$ cat src/rtl/spq_pkg.sv
// Shared types and constants for the stable priority process queue.
// Depends on nothing; every other file of the block imports it.
`default_nettype none

package spq_pkg;

    // Queue geometry.
    localparam int QUEUE_DEPTH = 32;
    localparam int PRIO_W      = 8;
    localparam int ID_W        = 5;
    localparam int IDX_W       = $clog2(QUEUE_DEPTH);
    localparam int CNT_W       = $clog2(QUEUE_DEPTH + 1);

    // Operation codes carried in the request.
    typedef enum logic [1:0] {
        OP_INSERT      = 2'd0,
        OP_REMOVE_HEAD = 2'd1,
        OP_REMOVE_ID   = 2'd2
    } op_e;

    // Status codes reported with every result.
    typedef enum logic [2:0] {
        ST_OK       = 3'd0,
        ST_FULL     = 3'd1,
        ST_EMPTY    = 3'd2,
        ST_NOTFOUND = 3'd3,
        ST_DUP      = 3'd4
    } status_e;

    // Action broadcast to every cell of the chain.
    typedef enum logic [1:0] {
        CELL_HOLD,
        CELL_INSERT,
        CELL_REMOVE
    } cell_act_e;

    // Controller states.
    typedef enum logic {
        S_IDLE,
        S_EXEC
    } state_e;

    typedef struct packed {
        logic [1:0]        opcode;
        logic [ID_W-1:0]   entry_id;
        logic [PRIO_W-1:0] entry_priority;
    } req_t;

    typedef struct packed {
        status_e           status;
        logic              removed_valid;
        logic [ID_W-1:0]   removed_id;
        logic [PRIO_W-1:0] removed_priority;
        logic              head_valid;
        logic [ID_W-1:0]   head_id;
        logic [PRIO_W-1:0] head_priority;
        logic [CNT_W-1:0]  entry_count;
    } res_t;

    // Contents of one queue slot.
    typedef struct packed {
        logic              valid;
        logic [ID_W-1:0]   id;
        logic [PRIO_W-1:0] prio;
    } slot_t;

    // Command shared by all cells for one operation.
    typedef struct packed {
        cell_act_e         act;
        logic [ID_W-1:0]   id;
        logic [PRIO_W-1:0] prio;
        logic [IDX_W-1:0]  pos;
    } cell_cmd_t;

endpackage

`default_nettype wire

$ cat src/rtl/spq_cell.sv
// One slot of the sorted queue chain: holds an entry and shifts to/from neighbors.
// Depends on spq_pkg for the slot and command types.
`default_nettype none

module spq_cell
    import spq_pkg::*;
(
    input  wire logic             clk,
    input  wire logic             rst_n,
    input  wire logic [IDX_W-1:0] cell_index,
    input  wire cell_cmd_t        cmd,
    input  wire slot_t            left,
    input  wire slot_t            right,
    output slot_t                 slot,
    output slot_t                 slot_next,
    output logic                  match
);

    logic                      valid_reg;
    logic [ID_W+PRIO_W-1:0]    data_reg;
    logic                      left_shift;
    logic                      take_new;
    logic                      own_lower;
    logic                      left_ok;

    assign slot.valid = valid_reg;
    assign slot.id    = data_reg[ID_W+PRIO_W-1:PRIO_W];
    assign slot.prio  = data_reg[PRIO_W-1:0];

    // The id compare feeds duplicate detection and remove-by-id.
    assign match = valid_reg && (slot.id == cmd.id);

    // Insert placement: entries of lower priority move one slot toward the tail.
    assign left_shift = left.valid && (left.prio < cmd.prio);
    assign own_lower  = !valid_reg || (slot.prio < cmd.prio);
    assign left_ok    = left.valid || (cell_index == '0);
    assign take_new   = !left_shift && own_lower && left_ok;

    // Next slot content for the broadcast action.
    always_comb
    begin
        slot_next = slot;
        case (cmd.act)
            CELL_INSERT:
            begin
                if (left_shift)
                begin
                    slot_next = left;
                end
                else if (take_new)
                begin
                    slot_next.valid = 1'b1;
                    slot_next.id    = cmd.id;
                    slot_next.prio  = cmd.prio;
                end
            end
            CELL_REMOVE:
            begin
                if (cell_index >= cmd.pos)
                begin
                    slot_next = right;
                end
            end
            default:
            begin
                slot_next = slot;
            end
        endcase
    end

    // Valid bit is control state and is reset.
    always_ff @(posedge clk or negedge rst_n)
    begin
        if (!rst_n)
        begin
            valid_reg <= 1'b0;
        end
        else
        begin
            valid_reg <= slot_next.valid;
        end
    end

    // Slot payload needs no reset.
    always_ff @(posedge clk)
    begin
        data_reg <= {slot_next.id, slot_next.prio};
    end

endmodule

`default_nettype wire

$ cat src/rtl/stable_priority_process_queue_unit.sv
// Top level of the stable priority process queue: controller and the chain of slot cells.
// Depends on spq_pkg and spq_cell.
// A request accepted while idle is executed in the next cycle; its result is registered
// at the end of that cycle and shown on the result port with done high for one cycle.
// Busy covers the execute cycle of the chain pass, so a new request is taken only while idle.
// Reset empties the queue and clears done; the receiver cannot stall results.
`default_nettype none

module stable_priority_process_queue_unit
    import spq_pkg::*;
(
    input  wire logic clk,
    input  wire logic rst_n,
    input  wire logic start,
    output logic      busy,
    input  wire req_t request,
    output logic      done,
    output res_t      result
);

    state_e             state_reg;
    state_e             state_next;
    req_t               req_reg;
    logic [CNT_W-1:0]   count_reg;
    logic [CNT_W-1:0]   count_next;
    res_t               result_reg;
    res_t               result_next;
    logic               done_reg;
    logic               done_next;
    cell_cmd_t          cmd;
    slot_t              cell_slot [QUEUE_DEPTH];
    slot_t              cell_next [QUEUE_DEPTH];
    slot_t              cell_left [QUEUE_DEPTH];
    slot_t              cell_right[QUEUE_DEPTH];
    logic [QUEUE_DEPTH-1:0] match;
    logic               found;
    logic [IDX_W-1:0]   match_pos;
    slot_t              match_slot;

    assign busy   = (state_reg == S_EXEC);
    assign done   = done_reg;
    assign result = result_reg;

    // Cell chain: each cell sees its left and right neighbors.
    for (genvar i = 0; i < QUEUE_DEPTH; i++)
    begin : g_cell
        if (i == 0)
        begin : g_first
            assign cell_left[i] = '0;
        end
        else
        begin : g_mid
            assign cell_left[i] = cell_slot[i-1];
        end
        if (i == QUEUE_DEPTH - 1)
        begin : g_last
            assign cell_right[i] = '0;
        end
        else
        begin : g_inner
            assign cell_right[i] = cell_slot[i+1];
        end

        spq_cell u_cell (
            .clk        (clk),
            .rst_n      (rst_n),
            .cell_index (IDX_W'(i)),
            .cmd        (cmd),
            .left       (cell_left[i]),
            .right      (cell_right[i]),
            .slot       (cell_slot[i]),
            .slot_next  (cell_next[i]),
            .match      (match[i])
        );
    end

    // Ids are unique, so the match vector is one-hot or zero: encode by OR.
    always_comb
    begin
        match_pos  = '0;
        match_slot = '0;
        for (int i = 0; i < QUEUE_DEPTH; i++)
        begin
            if (match[i])
            begin
                match_pos  = match_pos | IDX_W'(i);
                match_slot = match_slot | cell_slot[i];
            end
        end
    end

    assign found = |match;

    // Next state, cell command and result.
    always_comb
    begin
        state_next  = state_reg;
        count_next  = count_reg;
        done_next   = 1'b0;
        cmd.act     = CELL_HOLD;
        cmd.id      = req_reg.entry_id;
        cmd.prio    = req_reg.entry_priority;
        cmd.pos     = '0;
        result_next = result_reg;
        result_next.status           = ST_OK;
        result_next.removed_valid    = 1'b0;
        result_next.removed_id       = '0;
        result_next.removed_priority = '0;

        case (state_reg)
            S_IDLE:
            begin
                if (start)
                begin
                    state_next = S_EXEC;
                end
            end
            S_EXEC:
            begin
                state_next = S_IDLE;
                done_next  = 1'b1;
                case (req_reg.opcode)
                    OP_INSERT:
                    begin
                        if (count_reg == CNT_W'(QUEUE_DEPTH))
                        begin
                            result_next.status = ST_FULL;
                        end
                        else if (found)
                        begin
                            result_next.status = ST_DUP;
                        end
                        else
                        begin
                            cmd.act    = CELL_INSERT;
                            count_next = count_reg + 1'b1;
                        end
                    end
                    OP_REMOVE_HEAD, OP_REMOVE_ID:
                    begin
                        if (count_reg == '0)
                        begin
                            result_next.status = ST_EMPTY;
                        end
                        else if ((req_reg.opcode == OP_REMOVE_ID) && !found)
                        begin
                            result_next.status = ST_NOTFOUND;
                        end
                        else
                        begin
                            cmd.act    = CELL_REMOVE;
                            count_next = count_reg - 1'b1;
                            result_next.removed_valid = 1'b1;
                            if (req_reg.opcode == OP_REMOVE_HEAD)
                            begin
                                cmd.pos = '0;
                                result_next.removed_id       = cell_slot[0].id;
                                result_next.removed_priority = cell_slot[0].prio;
                            end
                            else
                            begin
                                cmd.pos = match_pos;
                                result_next.removed_id       = match_slot.id;
                                result_next.removed_priority = match_slot.prio;
                            end
                        end
                    end
                    default:
                    begin
                        result_next.status = ST_OK;
                    end
                endcase
                // Head and count after the operation.
                result_next.entry_count = count_next;
                result_next.head_valid  = (count_next != '0);
                if (count_next != '0)
                begin
                    result_next.head_id       = cell_next[0].id;
                    result_next.head_priority = cell_next[0].prio;
                end
                else
                begin
                    result_next.head_id       = '0;
                    result_next.head_priority = '0;
                end
            end
            default:
            begin
                state_next = S_IDLE;
            end
        endcase
    end

    // Control registers.
    always_ff @(posedge clk or negedge rst_n)
    begin
        if (!rst_n)
        begin
            state_reg <= S_IDLE;
            count_reg <= '0;
            done_reg  <= 1'b0;
        end
        else
        begin
            state_reg <= state_next;
            count_reg <= count_next;
            done_reg  <= done_next;
        end
    end

    // Request capture and result payload.
    always_ff @(posedge clk)
    begin
        if (state_reg == S_IDLE && start)
        begin
            req_reg <= request;
        end
        result_reg <= result_next;
    end

endmodule

`default_nettype wire
$ cat config.mk
export PLATFORM = sky130hd
export DESIGN_NAME = stable_priority_process_queue_unit
export DESIGN_NICKNAME = d
export VERILOG_FILES = /design/src/rtl/spq_pkg.sv /design/src/rtl/spq_cell.sv /design/src/rtl/stable_priority_process_queue_unit.sv
export SDC_FILE = /design/constraint.sdc
export NUM_CORES = 2
export LEC_CHECK = 0
export BUFFER_PORTS_ARGS = -buffer_cell sky130_fd_sc_hd__buf_2
export CAP_MARGIN = 20
export CORE_MARGIN = 3
export CORE_UTILIZATION = 45
export CTS_BUF_LIST = sky130_fd_sc_hd__clkbuf_4 sky130_fd_sc_hd__clkbuf_8
export DETAILED_ROUTE_END_ITERATION = 10
export PLACE_DENSITY_LB_ADDON = 0.25
export SLEW_MARGIN = 5
export SYNTH_ARGS = -nofsm -noshare
export SYNTH_HDL_FRONTEND = slang
export SYNTH_SLANG_ARGS = --single-unit
$ cat constraint.sdc
create_clock -name clk -period 7.1 [get_ports clk]
set_input_delay 0 -clock clk [delete_from_list [all_inputs] [get_ports clk]]
set_output_delay 0 -clock clk [all_outputs]
set_load 0.02 [all_outputs]
==> summary.md <==
| Metric | Value |
|---|---|
| Status | `completed` |
| Clock sink count | `between 500 and 600` |
| Part of the cycle the worst path needs | `0.822` |
| Most numerous cell in the Yosys netlist | `nand2_1` |
| GRT overflow | `0` |
| Gate Count Post-Synth | `~3500` |
| Synth Area per Inst | `10.1 sq um` |
| Post-synth ARST share | `0.0787` |
| Crit start category | `flop` |
| Final HPWL DP | `118000 microns` |
| Setup TNS Final | `0 ps` |
| Synth top area cells | `edfxtp_1, mux2i_1, ha_1` |
| Critical Path End | `g_cell[27].u_cell.valid_reg` |
| Final setup skew | `40.0 ps` |
| Met3 WL | `19800 microns` |
| Hold Path Class | `in2reg` |
| Post-synth EDFFs | `438` |
| Placer Congestion | `1.09` |
| Root Buffer | `clkbuf_8` |
| Fmax | `171 MHz` |
| Reg-to-Reg Start | `cmd[14]` |
| Max_slew headroom | `0.277` |
| GRT Overall Usage | `0.387` |
| Synthesized Nets | `3717` |
| Layout area overhead | `11.0%` |
| Cells along the critical path | `buf_12, xor2_1, nor4_1, and3_1, nor4_1, buf_4, and3_1, a41oi_2, nand3_1, buf_4, inv_1, nand2_1, inv_1, ha_4, inv_1, nor3_1, and2_1, nor2b_1, a211oi_2, buf_4, mux2_1` |
| Post_cts resized | `0` |
| Worst path slowest cell | `edfxtp_1` |
| Largest register FFs | `416` |
| Routed wire length | `between 150000 and 200000 microns` |
| Die height | `284 microns` |
| Post-route ant nets | `0` |
| Vias | `30700` |
| Hold_buf cts | `30` |
| Worst setup path start | `cmd[14]` |
| CTS tree | `yes` |
| Clock Latency Late Sink | `750 ps` |
| CTS max path bufs | `3` |
| Die X | `284 microns` |
| Most used DFF post-synth | `edfxtp_1` |
| Ys Warns | `0` |
| DR pass1 iterations | `6` |
| Htree depth | `3` |
| Kind of critical path | `reg2reg` |
| Synth area leader | `edfxtp_1` |
| DRC | `0` |
| Reg clk slew, reported paths | `70 ps` |
| Starting Density | `0.457` |
| CORE AREA | `around 76000 sq um` |
| Crit Path Max Fanout | `20` |
| Ports | `57` |
| Met2 wire len | `just under 70000 microns` |
| Final Setup Violations | `0` |
| Hold Vio Cnt, Final | `0` |
| Wirelength per Cell | `34.8 microns` |
| Netlist cell types | `72` |
| Synth Cell Area | `34900 sq um` |
| #FFs+latches synth | `~500` |
| Vias in the first global route | `28600` |
| FF-to-FF End | `g_cell[27].u_cell.valid_reg` |
| Fin crit period | `5830 ps` |
| Post-synth top cells | `nand2_1, o21ai_0, edfxtp_1, mux2i_1, ha_1` |
| Crit. path cell count | `21` |
| Slew @ Worst Pin | `1080 ps` |
| P per Cell Area | `slightly above 300 nW/um^2` |
| Buf/Inv on CP | `7` |
| Leakage power | `roughly 15 nW` |
| Worst reg-to-reg setup slack | `1270 ps` |
| R2r worst-path depth | `21` |
| RSZ-0062 raised after global routing | `false` |
| CP arrival | `6460 ps` |
| TritonCTS Buffers | `91` |
| Worst Path Required | `7720 ps` |
| Yosys top cell area share | `0.377` |
| Met1 wire length | `about 64000 microns` |
| Rows | `between 100 and 150` |
| CP max stage delay | `880 ps` |
| Fraction of layout instances using a drive strength above 1 | `0.114` |
| Worst vdd ir | `172 uV` |
| Highest metal used | `met5` |
| Top delay family on crit path | `simple AND/OR/NAND/NOR gates` |
| Post-synthesis sequential area ratio | `0.423` |
| Port bufs | `56` |
| First-pass GRT wire length | `225000 microns` |
| Initial antenna violation count | `11` |
| Setup Fix Bufs, Post-CTS | `0` |
| Die area | `between 80000 and 90000 sq um` |
| CP Capture Type | `flop` |
| Largest net degree at the start of global routing | `approximately 260` |
| Fin. max-slew vios | `0` |
| Vias per cell | `6.64` |
| Layout Utilization | `0.507` |
| DRT iter0 DRCs | `4984` |
| Fin nets | `3753` |
| Max cap viols | `0` |
cells in the final DEF, fill, tap and decap left out, drive strengths merged, types with 32 or more instances in the layout:
master	synthesis	layout
nand2	475	475
o21ai	444	444
edfxtp	438	438
mux2i	416	416
ha	233	233
buf	65	180
clkbuf	202	140
nor2	92	92
xor2	89	89
a21oi	88	88
a221oi	79	79
xnor2	71	71
a21o	71	71
a22o	70	70
inv	64	68
nor3	61	61
a22oi	53	53
nand2b	47	47
nand4	40	40
dfrtp	40	40
nand3	39	39
a211o	32	32
per-layer routing:
layer / vias up / global-route usage
met3: 412 / 0.110
met4: 6 / 0.191
met1: 15000 / 0.524
met5: - / 0
li1: 13100 / -
met2: 2129 / 0.566
report_power, final:
part / switching, mW / leakage, nW / total, mW / internal, mW
logic: 2.42 / 9.23 / 3.90 / 1.49
clock network: 1.37 / 1.02 / 2.90 / 1.53
registers: 1.02 / 4.68 / 5.06 / 4.04
per-stage QoR:
step | instance area [sq um] | hold slack [ps] | power [mW] | worst slack [ps] | instances
finish | 38700 | 52.9 | 11.9 | 1270 | 4617
CTS | 38700 | 15.3 | 11.7 | 1410 | 4610
global route | 38700 | 56.9 | 12.3 | 1120 | 4614
global placement | 36500 | 177 | 8.78 | 1490 | 4408
detailed placement | 36500 | 178 | 8.83 | 1400 | 4408
floorplan | 34900 | -296 | 7.14 | 2070 | 3466
layout make-up:
class,instances,area [sq um]
Clock inverter,32,201
Fill cell,7064,37600
Clock buffer,140,1680
Timing Repair Buffer,210,1630
Multi-Input combinational cell,2626,18900
Antenna cell,6,15.0
Inverter,65,244
Sequential cell,508,14800
Tap cell,1030,1290
cell families (layout without fill, tap and decap cells):
group,Yosys count,count (layout),share of synthesized area
AOI/OAI and AO/OA,947,947,0.176
and+or+nand+nor,853,853,0.112
other,0,6,0
buffers and inverters,332,447,0.0408
adders and majority gates,233,233,0.0836
muxes,433,433,0.125
DFF,508,508,0.423
xor gates and xnor gates,160,160,0.0404
how the worst min path moves through the flow:
stage / from / to / slack [ps] / cells after the start
finish: request[9] / cmd[14] / 50 / 2
detailed placement: request[4] / cmd[9] / 180 / 1
CTS: request[8] / cmd[13] / 20 / 2
global route: request[9] / cmd[14] / 60 / 2
floorplan: rst_n / busy / -300 / 0
global placement: request[7] / cmd[12] / 180 / 1
(Power assumes the default switching activity.)
